File: src/hw/rtl/ssc_pkg.sv
// Types, constants and helper functions of the stroke sequence controller.
package ssc_pkg;

    localparam int MAX_MOVES_DEF = 16;
    localparam int MOVE_W        = 5;
    localparam int TICK_W        = 16;
    localparam int DELAY_W       = 12;
    localparam int CFG_IDX_W     = 3;
    localparam int CFG_DATA_W    = 16;
    localparam int IN_DATA_W     = 8;
    localparam int OUT_DATA_W    = 24;

    localparam logic [TICK_W-1:0]  FRAME_TTL       = 16'd2000;
    localparam logic [TICK_W-1:0]  TICKS_PER_SEC   = 16'd1000;
    localparam logic [DELAY_W-1:0] DELAY_UNIT      = 12'd10;
    localparam logic [6:0]         TIMEOUT_MAX_SEC = 7'd65;
    localparam logic [6:0]         TIMEOUT_RST_SEC = 7'd30;

    typedef enum logic [2:0] {
        PH_END       = 3'd0,
        PH_START     = 3'd1,
        PH_FWD_RET   = 3'd2,
        PH_BWD_RET   = 3'd3,
        PH_FWD_READY = 3'd4,
        PH_BWD_READY = 3'd5,
        PH_GO_FWD    = 3'd6,
        PH_GO_BWD    = 3'd7
    } t_phase;

    typedef enum logic [CFG_IDX_W-1:0] {
        CFG_DIRECTION_CONTROL = 3'd0,
        CFG_PREFERRED_SIDE    = 3'd1,
        CFG_STROKE_DELAY      = 3'd2,
        CFG_STROKE_COUNT      = 3'd3,
        CFG_STROKE_TIMEOUT    = 3'd4,
        CFG_BLADE_RECIPE      = 3'd5,
        CFG_FRAME_RECIPE      = 3'd6,
        CFG_SPEED_RECIPE      = 3'd7
    } t_cfg_idx;

    // Events of one sequence step, passed from the phase logic to the datapath.
    typedef struct packed {
        logic tick_clr;
        logic fwd_ready;
        logic bwd_ready;
        logic ret;
        logic start_move;
        logic ret_go;
        logic arrive;
        logic finish;
        logic pos_alarm;
        logic frame_alarm;
        logic time_alarm;
    } t_seq_ev;

    // Even moves use the low byte, odd moves the high byte; moves 16 and up read 0.
    function automatic logic recipe_bit(input logic [15:0] recipe,
                                        input logic [MOVE_W-1:0] m);
        logic [7:0] half;
        half = m[0] ? recipe[15:8] : recipe[7:0];
        if (m[4]) begin
            return 1'b0;
        end
        return half[m[3:1]];
    endfunction

endpackage

File: src/hw/rtl/stroke_sequence_controller.sv
// Stroke sequence controller: eight-phase back-and-forth stroke sequencer, one tick per transfer.
//
// Each input transfer is one 1 ms tick carrying the limit switches, the move-complete flag,
// the frame sensors and the move-counter clear. The block takes one tick per clock cycle while
// its output register is empty or being drained, and returns one result per tick in the cycle
// after it is taken, from the single registered state update of phase, tick counter, move
// counter and drive registers. The result sits in an output register, and a new tick is taken
// in the same cycle the waiting result is transferred. Configuration must be written through
// the plain write port only while no tick is in flight; the block itself does not enforce this.
module stroke_sequence_controller
    import ssc_pkg::*;
#(
    parameter int MAX_MOVES = MAX_MOVES_DEF
) (
    input  logic                  i_clk,
    input  logic                  i_rst_n,
    input  logic                  i_cfg_we,
    input  logic [CFG_IDX_W-1:0]  i_cfg_addr,
    input  logic [CFG_DATA_W-1:0] i_cfg_wdata,
    input  logic                  i_s_axis_tvalid,
    output logic                  o_s_axis_tready,
    // [0] forward_limit, [1] backward_limit, [2] move_done, [3] frame_up_sensor,
    // [4] frame_down_sensor, [5] clear_moves, [7:6] zero
    input  logic [IN_DATA_W-1:0]  i_s_axis_tdata,
    output logic                  o_m_axis_tvalid,
    input  logic                  i_m_axis_tready,
    // [2:0] phase, [3] side_a_valve, [4] side_b_valve, [5] frame_valve_out,
    // [6] speed_select, [7] forward_request, [8] backward_request, [9] position_alarm,
    // [10] frame_alarm, [11] timeout_alarm, [16:12] move_number, [23:17] zero
    output logic [OUT_DATA_W-1:0] o_m_axis_tdata
);

    localparam int LIM_CLOG = $clog2(MAX_MOVES + 1);
    localparam int LIM_W    = (LIM_CLOG > MOVE_W) ? LIM_CLOG : MOVE_W;
    localparam logic [LIM_W-1:0] MAX_MOVES_L = LIM_W'(MAX_MOVES);

    // configuration
    logic              r_dir_ctrl;
    logic              r_pref_side;
    logic [7:0]        r_delay;
    logic [MOVE_W-1:0] r_count;
    logic [6:0]        r_timeout;
    logic [15:0]       r_blade_rcp;
    logic [15:0]       r_frame_rcp;
    logic [15:0]       r_speed_rcp;

    // sequence state
    t_phase            r_phase, n_phase;
    logic [TICK_W-1:0] r_tick, n_tick;
    logic              r_ret, n_ret;
    logic [MOVE_W-1:0] r_move_cnt, n_move_cnt;
    logic              r_valve_a, n_valve_a;
    logic              r_valve_b, n_valve_b;
    logic              r_valve_f, n_valve_f;
    logic              r_req_fwd, n_req_fwd;
    logic              r_req_bwd, n_req_bwd;
    logic              r_speed, n_speed;

    // result register
    logic                  r_out_valid;
    logic [OUT_DATA_W-1:0] r_out_data, n_out_data;

    t_seq_ev           w_ev;
    logic              w_in_xfer;
    logic              w_fl, w_bl, w_done, w_fhi, w_flo, w_clr;
    logic              w_frame_ok, w_fwd_side;
    logic [DELAY_W-1:0] w_delay;
    logic [6:0]        w_tmo_sec;
    logic [TICK_W-1:0] w_tmo_ticks;
    logic [LIM_W-1:0]  w_limit;
    logic [MOVE_W-1:0] w_cnt_after;
    logic [MOVE_W-1:0] w_cnt_seq;

    assign o_s_axis_tready = !r_out_valid || i_m_axis_tready;
    assign w_in_xfer       = i_s_axis_tvalid && o_s_axis_tready;
    assign o_m_axis_tvalid = r_out_valid;
    assign o_m_axis_tdata  = r_out_data;

    assign w_fl   = i_s_axis_tdata[0];
    assign w_bl   = i_s_axis_tdata[1];
    assign w_done = i_s_axis_tdata[2];
    assign w_fhi  = i_s_axis_tdata[3];
    assign w_flo  = i_s_axis_tdata[4];
    assign w_clr  = i_s_axis_tdata[5];

    assign w_delay     = DELAY_W'(r_delay) * DELAY_UNIT;
    assign w_tmo_sec   = (r_timeout > TIMEOUT_MAX_SEC) ? TIMEOUT_MAX_SEC : r_timeout;
    assign w_tmo_ticks = TICK_W'(w_tmo_sec) * TICKS_PER_SEC;
    assign w_limit     = (LIM_W'(r_count) > MAX_MOVES_L) ? MAX_MOVES_L : LIM_W'(r_count);
    assign w_frame_ok  = (r_valve_f == w_flo) && (r_valve_f != w_fhi);
    assign w_fwd_side  = (r_phase == PH_GO_FWD);
    // a return stroke does not count as a move
    assign w_cnt_after = r_ret ? r_move_cnt : r_move_cnt + MOVE_W'(1);

    // next phase and step events
    always_comb begin
        n_phase = r_phase;
        w_ev    = '0;
        case (r_phase)
            PH_END: begin
                w_ev.tick_clr = 1'b1;
                n_phase       = PH_START;
            end
            PH_START: begin
                if (w_fl ^ w_bl) begin
                    w_ev.tick_clr = 1'b1;
                    if (r_dir_ctrl && r_pref_side && !w_fl) begin
                        w_ev.ret = 1'b1;
                        n_phase  = PH_BWD_RET;
                    end else if (r_dir_ctrl && !r_pref_side && w_fl) begin
                        w_ev.ret = 1'b1;
                        n_phase  = PH_FWD_RET;
                    end else if (w_fl) begin
                        w_ev.fwd_ready = 1'b1;
                        n_phase        = PH_FWD_READY;
                    end else begin
                        w_ev.bwd_ready = 1'b1;
                        n_phase        = PH_BWD_READY;
                    end
                end else begin
                    w_ev.pos_alarm = 1'b1;
                    n_phase        = PH_END;
                end
            end
            PH_FWD_READY, PH_BWD_READY: begin
                if (r_tick > TICK_W'(w_delay)) begin
                    if (w_frame_ok) begin
                        w_ev.start_move = 1'b1;
                        w_ev.tick_clr   = 1'b1;
                        n_phase = (r_phase == PH_FWD_READY) ? PH_GO_BWD : PH_GO_FWD;
                    end else if (r_tick > FRAME_TTL) begin
                        w_ev.frame_alarm = 1'b1;
                        n_phase          = PH_END;
                    end
                end
            end
            PH_GO_FWD, PH_GO_BWD: begin
                if (w_done && (w_fl == w_fwd_side) && (w_bl == !w_fwd_side)) begin
                    w_ev.arrive = 1'b1;
                    if (LIM_W'(w_cnt_after) < w_limit) begin
                        w_ev.tick_clr  = 1'b1;
                        w_ev.fwd_ready = w_fwd_side;
                        w_ev.bwd_ready = !w_fwd_side;
                        n_phase        = w_fwd_side ? PH_FWD_READY : PH_BWD_READY;
                    end else begin
                        w_ev.finish = 1'b1;
                        n_phase     = PH_END;
                    end
                end else begin
                    if (r_tick > w_tmo_ticks) begin
                        w_ev.time_alarm = 1'b1;
                        n_phase         = PH_END;
                    end
                    if ((r_tick > FRAME_TTL) && w_done) begin
                        w_ev.pos_alarm = 1'b1;
                        n_phase        = PH_END;
                    end
                end
            end
            PH_FWD_RET, PH_BWD_RET: begin
                if (w_fhi && !w_flo) begin
                    w_ev.ret_go   = 1'b1;
                    w_ev.tick_clr = 1'b1;
                    n_phase = (r_phase == PH_BWD_RET) ? PH_GO_FWD : PH_GO_BWD;
                end else if (r_tick > FRAME_TTL) begin
                    w_ev.frame_alarm = 1'b1;
                    n_phase          = PH_END;
                end
            end
            default: begin
                n_phase = PH_END;
            end
        endcase
    end

    // datapath updates driven by the step events
    always_comb begin
        n_valve_a = r_valve_a;
        n_valve_b = r_valve_b;
        n_valve_f = r_valve_f;
        n_req_fwd = r_req_fwd;
        n_req_bwd = r_req_bwd;
        n_speed   = r_speed;

        if (w_ev.finish) begin
            w_cnt_seq = '0;
        end else if (w_ev.arrive) begin
            w_cnt_seq = w_cnt_after;
        end else begin
            w_cnt_seq = r_move_cnt;
        end
        n_move_cnt = w_clr ? '0 : w_cnt_seq;

        if (w_ev.ret) begin
            n_ret = 1'b1;
        end else if (w_ev.fwd_ready || w_ev.bwd_ready || w_ev.arrive) begin
            n_ret = 1'b0;
        end else begin
            n_ret = r_ret;
        end

        if (w_ev.fwd_ready) begin
            n_valve_a = 1'b0;
            n_valve_b = recipe_bit(r_blade_rcp, w_cnt_seq);
            n_valve_f = recipe_bit(r_frame_rcp, w_cnt_seq);
        end
        if (w_ev.bwd_ready) begin
            n_valve_b = 1'b0;
            n_valve_a = recipe_bit(r_blade_rcp, w_cnt_seq);
            n_valve_f = recipe_bit(r_frame_rcp, w_cnt_seq);
        end
        if (w_ev.ret) begin
            n_valve_a = 1'b0;
            n_valve_b = 1'b0;
            n_valve_f = 1'b0;
        end
        if (w_ev.finish) begin
            n_valve_f = 1'b0;
        end

        if (w_ev.start_move) begin
            n_speed = recipe_bit(r_speed_rcp, r_move_cnt);
            if (r_phase == PH_FWD_READY) begin
                n_req_bwd = 1'b1;
            end else begin
                n_req_fwd = 1'b1;
            end
        end
        if (w_ev.ret_go) begin
            n_speed = 1'b0;
            if (r_phase == PH_BWD_RET) begin
                n_req_fwd = 1'b1;
            end else begin
                n_req_bwd = 1'b1;
            end
        end
        // drop the active request on arrival or while the drive reports not done
        if ((r_phase == PH_GO_FWD || r_phase == PH_GO_BWD) && (w_ev.arrive || !w_done)) begin
            if (w_fwd_side) begin
                n_req_fwd = 1'b0;
            end else begin
                n_req_bwd = 1'b0;
            end
        end

        n_tick = (w_ev.tick_clr ? '0 : r_tick) + TICK_W'(1);

        n_out_data = {7'd0, n_move_cnt, w_ev.time_alarm, w_ev.frame_alarm, w_ev.pos_alarm,
                      n_req_bwd, n_req_fwd, n_speed, n_valve_f, n_valve_b, n_valve_a,
                      n_phase};
    end

    always_ff @(posedge i_clk) begin
        if (!i_rst_n) begin
            r_dir_ctrl  <= 1'b0;
            r_pref_side <= 1'b0;
            r_delay     <= '0;
            r_count     <= '0;
            r_timeout   <= TIMEOUT_RST_SEC;
            r_blade_rcp <= '0;
            r_frame_rcp <= '0;
            r_speed_rcp <= '0;
        end else if (i_cfg_we) begin
            case (i_cfg_addr)
                CFG_DIRECTION_CONTROL: r_dir_ctrl  <= i_cfg_wdata[0];
                CFG_PREFERRED_SIDE:    r_pref_side <= i_cfg_wdata[0];
                CFG_STROKE_DELAY:      r_delay     <= i_cfg_wdata[7:0];
                CFG_STROKE_COUNT:      r_count     <= i_cfg_wdata[MOVE_W-1:0];
                CFG_STROKE_TIMEOUT:    r_timeout   <= i_cfg_wdata[6:0];
                CFG_BLADE_RECIPE:      r_blade_rcp <= i_cfg_wdata;
                CFG_FRAME_RECIPE:      r_frame_rcp <= i_cfg_wdata;
                CFG_SPEED_RECIPE:      r_speed_rcp <= i_cfg_wdata;
                default: begin
                end
            endcase
        end
    end

    always_ff @(posedge i_clk) begin
        if (!i_rst_n) begin
            r_phase     <= PH_END;
            r_tick      <= '0;
            r_ret       <= 1'b0;
            r_move_cnt  <= '0;
            r_valve_a   <= 1'b0;
            r_valve_b   <= 1'b0;
            r_valve_f   <= 1'b0;
            r_req_fwd   <= 1'b0;
            r_req_bwd   <= 1'b0;
            r_speed     <= 1'b0;
            r_out_valid <= 1'b0;
        end else begin
            if (w_in_xfer) begin
                r_phase     <= n_phase;
                r_tick      <= n_tick;
                r_ret       <= n_ret;
                r_move_cnt  <= n_move_cnt;
                r_valve_a   <= n_valve_a;
                r_valve_b   <= n_valve_b;
                r_valve_f   <= n_valve_f;
                r_req_fwd   <= n_req_fwd;
                r_req_bwd   <= n_req_bwd;
                r_speed     <= n_speed;
                r_out_valid <= 1'b1;
            end else if (i_m_axis_tready) begin
                r_out_valid <= 1'b0;
            end
        end
    end

    always_ff @(posedge i_clk) begin
        if (w_in_xfer) begin
            r_out_data <= n_out_data;
        end
    end

    // any alarm in a result goes with the end phase
    a_alarm_end: assert property (@(posedge i_clk) disable iff (!i_rst_n)
        (r_out_valid && (r_out_data[9] || r_out_data[10] || r_out_data[11]))
            |-> (r_out_data[2:0] == PH_END))
        else $error("alarm reported outside the end phase");

    // the end phase always restarts on the next tick
    a_end_restart: assert property (@(posedge i_clk) disable iff (!i_rst_n)
        (w_in_xfer && r_phase == PH_END) |=> (r_phase == PH_START))
        else $error("end phase did not advance to start");

    // the two blade valves are never driven together
    a_blade_excl: assert property (@(posedge i_clk) disable iff (!i_rst_n)
        !(r_valve_a && r_valve_b))
        else $error("both blade valves on");

    // the move counter stays within the move limit
    a_cnt_bound: assert property (@(posedge i_clk) disable iff (!i_rst_n)
        LIM_W'(r_move_cnt) <= MAX_MOVES_L)
        else $error("move counter beyond MAX_MOVES");

endmodule
File: config.mk
export PLATFORM = sky130hd
export DESIGN_NAME = stroke_sequence_controller
export DESIGN_NICKNAME = d
export VERILOG_FILES = /design/src/hw/rtl/ssc_pkg.sv /design/src/hw/rtl/stroke_sequence_controller.sv
export SDC_FILE = /design/constraint.sdc
export NUM_CORES = 1
export LEC_CHECK = 0
export ABC_AREA = 1
export ABC_CLOCK_PERIOD_IN_PS = 6300
export BUFFER_PORTS_ARGS = -buffer_cell sky130_fd_sc_hd__buf_2
export CORE_UTILIZATION = 33
export DETAILED_ROUTE_END_ITERATION = 16
export SETUP_SLACK_MARGIN = 0.2
export SKIP_CTS_REPAIR_TIMING = 1
export SYNTH_ARGS = -nofsm -noshare
export SYNTH_HDL_FRONTEND = slang
export SYNTH_SLANG_ARGS = --single-unit
File: constraint.sdc
create_clock -name i_clk -period 6.3 [get_ports i_clk]
set_clock_uncertainty 0.05 [all_clocks]
set_input_delay 0.315 -clock i_clk [delete_from_list [all_inputs] [get_ports i_clk]]
set_output_delay 0.315 -clock i_clk [all_outputs]
set_load 0.05 [all_outputs]
==> summary.txt, run 1 <==
Worst path top cell family by delay = adder cells
fin crit period = 5.61 ns
Skew-Pair Late Insertion Delay = 0.42 ns
Fillers = 2,418
Pwr Density = 286 nW/um2
Final setup viols = 0
Max-Cap Viols = 0
Core Box Area = 22,900 um2
Die Ht = 156 um
FF/Latch Area = 2550 um2
register area share after synthesis = 32.7%
Post-synth EDFFs = 17
Rows = 55
share of layout cells above drive strength 1 = 10.8%
clk sinks = 119
Rel. slew slack = 39.1%
# H-tree levels = 4
synthesized flop and latch total = 119
Mapped Area = 7820 um2
CTS tree = built
Root Buffer = clkbuf_16
Initial DRT Pass Iterations = 7
diodes inserted = 0
Sequential Power Share = 32.2%
Die Wd = 156 um
overall routing resource usage = 17.0%
Avg Inst Size Synth = 7.33 um2
combinational power share = 31.1%
DR vias = 6,941
Switch Pwr = 0.890 mW
cts bufs inserted = 17
max incr delay on CP = 0.54 ns
CP endpoint kind = flop
Clock transition at path regs = 0.06 ns
cell count after synthesis = 1,067
CP dominant cell by count = nand2_1
worst path required time = 6.61 ns
RSZ-0062 raised after global routing = false
status = completed
r2r setup slk = 0.69 ns
clock share of power = 36.7%
Final Hold Vio Count = 0
Synth async-reset ratio = 0%
setup TNS = 0 ns
top_reg_cell synth = dfxtp_1
area of the multi-input gates = 4640 um2
CP Class = flop to flop
Worst Path Arrival = 5.92 ns
drc violations = 0
Starting Density = 34.1%
Max Freq = 178 MHz
total gr overflow = 0
Slew @ Worst Pin = 0.911 ns
GPL Wtd Cong = 0.870
DR WL/cell = 13.5 um
Top Ports = 58
class of the worst hold path = input pin to flop
final cycle utilization of the critical path = 89.1%
Leak = 4.19 nW
Setup crit start kind = flop
initial antenna violation count = 0
detailed placement HPWL = 14,500 um
Worst Path Max Fanout = 4
worst setup margin = 0.687 ns
unique cell type count in the Yosys netlist = 50
die area = 24,300 um2
drt total wl = 19,500 um
first-pass GRT wire length = 32,900 um
clock tree buffer depth = 2
vias in the first global route = 6,629
Final ANT Viol Nets = 0
switching fraction of total power = 34.6%
total internal power = 1.69 mW
Vias/cell = 4.82
Placement Setup Slack = 0.310 ns
Layout area overhead = 15.0%
iteration-0 DRC count of the detailed router = 493
Slew Viols, Final = 0
YS warnings = 0
Port Buffer Count = 48
nets@finish = 1,242
Crit-path slowest cell = fa_1
worst path bufs/invs = 4
largest net degree at the start of global routing = 77
Max IR drop VDD = 0.135 mV
[per-stage QoR]
stage	area (um2)	hold slack (ns)	cells	total power [mW]	util, %
CTS	8930	0.101	1440	2.56	39.0
finish	8990	0.112	1440	2.58	39.2
floorplan	7840	0.391	1073	1.45	-
global placement	8360	0.412	1408	1.59	36.5
detailed placement	8360	0.417	1408	1.61	36.5
global route	8990	0.121	1440	2.77	39.2
[cell families (layout without fill, tap and decap cells)]
kind of cell / count (synthesis) / count (layout) / share of synthesized area [%]
and+or+nand+nor: 459 / 459 / 25.2
AOI/OAI and AO/OA: 198 / 198 / 13.9
adders and majority gates: 96 / 96 / 17.2
xor gates and xnor gates: 18 / 18 / 2.02
DFF: 119 / 119 / 32.7
buffers and inverters: 176 / 230 / 8.99
other: 1 / 7 / 0.0480
[worst paths after layout]
| path | start | end | depth (start not counted) |
|---|---|---|---|
| setup / recovery | r_timeout[1]$_SDFFE_PN1P_ | r_phase[1]$_SDFFE_PN0P_ | 33 |
| hold / removal | i_cfg_wdata[12] | r_frame_rcp[12]$_SDFFE_PN0P_ | 3 |
| setup reg to reg | r_timeout[1]$_SDFFE_PN1P_ | r_phase[1]$_SDFFE_PN0P_ | 33 |
| hold reg to reg | r_count[0]$_SDFFE_PN0P_ | r_count[0]$_SDFFE_PN0P_ | 2 |
[layer usage]
metal | up-vias | share of wire (%) | GRT usage (%)
met4 | 0 | 1.9 | 6.16
li1 | 3583 | - | -
met3 | 25 | 3.8 | 2.81
met2 | 138 | 47 | 28.4
met5 | - | 0 | 0
met1 | 3195 | 48 | 22.0
[worst min-delay path, stage by stage]
cell and delay [ns]:
buf_2 0.11, nor2_1 0.05, nor2_1 0.08
[cells in the final DEF (no fill, tap or decap), types with 3 or more instances in the layout]
cell type / count
a211oi_1: 6
a21oi_1: 51
buf_2: 48
buf_4: 7
clkbuf_16: 17
clkinv_1: 3
clkinv_4: 3
conb_1: 7
dfxtp_1: 101
edfxtp_1: 17
fa_1: 19
ha_1: 75
inv_1: 137
inv_4: 3
inv_6: 4
nand2_1: 144
nand2_2: 4
nand2_4: 4
nand3_1: 67
nand3_2: 4
nand4_1: 12
nor2_1: 200
nor2_2: 4
nor2_4: 3
nor3_1: 8
nor3_2: 3
nor4_1: 3
o211ai_1: 4
o21a_1: 3
o21ai_0: 106
o21ai_1: 6
o221ai_1: 3
o22ai_1: 4
xnor2_1: 5
xor2_1: 13
[state kept, by name, summed over array words and instances (netlist names)]
name             count
o_m_axis_tdata      17
o_m_axis_tvalid      1
r_blade_rcp         16
r_count              5
r_delay              8
r_dir_ctrl           1
r_frame_rcp         16
r_move_cnt           5
r_phase              3
r_pref_side          1
r_req_bwd            1
r_req_fwd            1
r_ret                1
r_speed              1
r_speed_rcp         16
r_tick              16
r_timeout            7
r_valve_a            1
r_valve_b            1
r_valve_f            1
[cell usage after synthesis (2+ instances only)]
cell	n	share of area, %
buf_1	2	0.096
o22ai_1	4	0.32
buf_2	2	0.13
xor2_1	13	1.5
a21oi_1	52	3.3
ha_1	77	12
nand3_1	68	4.4
clkinv_1	3	0.14
o21ai_0	110	7.0
nor3_2	3	0.38
nand2_1	147	7.1
o21ai_1	3	0.19
nor2_1	201	9.7
clkbuf_1	20	0.96
edfxtp_1	17	6.5
nor3_1	8	0.51
o41ai_1	2	0.22
o211ai_1	4	0.38
o221ai_1	3	0.34
nor2_4	3	0.43
xnor2_1	5	0.56
o21a_1	3	0.29
buf_4	8	0.77
nor4_1	3	0.24
nand2_4	4	0.58
o21bai_1	2	0.19
a211oi_1	6	0.58
nand3_2	3	0.38
inv_2	2	0.096
nor2_2	3	0.24
dfxtp_1	102	26
fa_1	19	4.9
nand4_1	12	0.96
inv_1	137	6.6
[area by class of cell]
type                            instances  area share (%)
Clock inverter                         12            1.29
Timing Repair Buffer                   55            3.26
Multi-Input combinational cell        778            51.6
Tap cell                              313            4.36
Clock buffer                           20            5.08
Inverter                              143            6.00
Sequential cell                       119            28.4
[power by group through the flow]
stage | registers [mW] | logic, mW | clock network [mW]
floorplan | 0.871 | 0.575 | 0
global placement | 0.844 | 0.751 | 0
finish | 0.829 | 0.801 | 0.946
CTS | 0.828 | 0.771 | 0.965
global route | 0.833 | 0.936 | 0.998
detailed placement | 0.844 | 0.765 | 0
(Power assumes the default switching activity.)
==> run 2, diff against run 1 <==
ABC_CLOCK_PERIOD_IN_PS = 6200   (was 6300)
clock period = 6.2 ns   (was 6.3 ns; I/O delays follow)
==> run 2 against run 1 <==
  * Die area stayed put
  * Highest routed layer unchanged
  * Core utilization is 0.48 points higher
  * Critical path depth is 1 lower
  * Setup slack worse by 0.13 ns
  * Count of clock-buffer cells in the layout is 1 lower
  * Sequential share of layout area is 0.28 points lower
  * Global-route usage is 0.059 points higher
  * Non-clock buffer count is 6 higher
  * Cell count is 0.35% higher
==> summary.txt, run 2 (same netlist as run 1, synthesis figures left out) <==
status = completed
Starting Density = 34.1% (unchanged)
Finished Core Util = 39.7% (+0.48 points)
Largest register FFs = 17 (unchanged)
min-delay src = i_cfg_wdata[11]
largest net degree at the start of global routing = 67 (-13%)
Worst Path Max Fanout = 4 (unchanged)
Final Hold Vio Count = 0 (unchanged)
iteration-0 DRC count of the detailed router = 334 (-32%)
RR Startpoint = r_timeout[2]$_SDFFE_PN1P_
nets@finish = 1,248 (+0.48%)
GPL Wtd Cong = 0.877 (+0.74%)
# H-tree levels = 4 (unchanged)
clock tree buffer depth = 2 (unchanged)
worst setup path startpoint = r_timeout[2]$_SDFFE_PN1P_
overall routing resource usage = 17.0% (+0.059 points)
CTS tree = built
vias in the first global route = 6,521 (-1.6%)
detailed placement HPWL = 14,600 um (+0.70%)
Layout area overhead = 16.4%
class of the worst hold path = input pin to flop
Die Wd = 156 um (unchanged)
diodes inserted = 0 (unchanged)
Initial DRT Pass Iterations = 7 (unchanged)
first-pass GRT wire length = 32,800 um (-0.21%)
Worst Path Arrival = 5.90 ns (-0.02 ns)
Top Ports = 58 (unchanged)
Skew-Pair Late Insertion Delay = 0.42 ns (about the same)
Final ANT Viol Nets = 0 (unchanged)
worst path required time = 6.46 ns (-0.15 ns)
DR WL/cell = 13.7 um (+0.82%)
Root Buffer = clkbuf_16
Final setup viols = 0 (unchanged)
Max IR drop VDD = 0.147 mV (+8.9%)
Worst path top cell family by delay = adder cells
CP endpoint kind = flop
Rel. slew slack = 37.8% (-1.3 points)
drc violations = 0 (unchanged)
Port Buffer Count = 48 (unchanged)
Leak = 4.22 nW (+0.84%)
DR vias = 6,869 (-1.0%)
total gr overflow = 0 (unchanged)
Hold Worst Slack = 0.113 ns (+0.00166 ns)
die area = 24,300 um2 (unchanged)
setup TNS = 0 ns (unchanged)
clk sinks = 119 (unchanged)
Die Ht = 156 um (unchanged)
Slew Viols, Final = 0 (unchanged)
drt total wl = 19,700 um (+1.2%)
fin crit period = 5.64 ns (+0.0292 ns)
Fillers = 2,409 (-0.37%)
Max-Cap Viols = 0 (unchanged)
placed cell area = 8360 um2 (unchanged)
Vias/cell = 4.75 (-1.4%)
Setup crit start kind = flop
Core Box Area = 22,900 um2 (unchanged)
CP Class = flop to flop
initial antenna violation count = 0 (unchanged)
Max Freq = 177 MHz (-0.52%)
commonest non-fill, non-tap cell in the layout = nor2_1
Final Cell Area = 9100 um2 (+1.2%)
Crit-path slowest cell = fa_1
Slew @ Worst Pin = 0.925 ns (+0.0134 ns)
r2r setup slk = 0.56 ns (-0.13 ns)
RSZ-0062 raised after global routing = false
cts bufs inserted = 17 (unchanged)
Clock transition at path regs = 0.06 ns (about the same)
worst path bufs/invs = 5 (+1)
commonest non-fill, non-tap cells in the layout = nor2_1 (198), nand2_1 (141), inv_1 (132)
max incr delay on CP = 0.56 ns (+0.02 ns)
final cycle utilization of the critical path = 91.0% (+1.9 points)
total power = 2.69 mW (+4.6%)
Pwr Density = 296 nW/um2 (+3.3%)
share of layout cells above drive strength 1 = 13.1% (+2.2 points)
Rows = 55 (unchanged)
## run 2: layout make-up
class | count | area, um2 | share of cell area (%)
inverter | 143 | 539 | 5.93
sequential | 119 | 2560 | 28.1
multi-input combinational | 778 | 4690 | 51.6
timing repair buffer | 61 | 338 | 3.71
tap | 313 | 392 | 4.30
clock buffer | 19 | 464 | 5.10
clock inverter | 12 | 114 | 1.25
## run 2: worst paths after layout
path | to | depth (start not counted)
worst min register to register | r_count[0]$_SDFFE_PN0P_ | 2
worst min-delay path | r_speed_rcp[11]$_SDFFE_PN0P_ | 3
worst max-delay path | r_phase[2]$_SDFFE_PN0P_ | 32
worst max register to register | r_phase[2]$_SDFFE_PN0P_ | 32
## run 2: power breakdown
group | switching [mW] | internal, mW
combinational | 0.529 | 0.349
sequential | 0.0231 | 0.819
clock | 0.384 | 0.588
## run 2: stage by stage
stage / worst slack (ns) / instances
4_1_cts: 0.183 / 1439
3_3_place_gp: 0.270 / 1408
2_1_floorplan: 0.707 / 1073
6_report: 0.558 / 1445
3_5_place_dp: 0.203 / 1408
5_1_grt: 0.106 / 1445
## run 2: per-layer routing
metal | vias up | GRT usage, % | routed length, um
met3 | 25 | 3.08 | 569
met4 | 0 | 5.18 | 272
met2 | 111 | 27.8 | 9250
li1 | 3586 | - | -
met1 | 3147 | 22.8 | 9630
met5 | - | 0 | 0
## run 2: tightest hold or removal path: cells and delay by family
kind | cells | cell delay (ns)
buffers and inverters | 1 | 0.11
AND/OR/NAND/NOR | 2 | 0.13
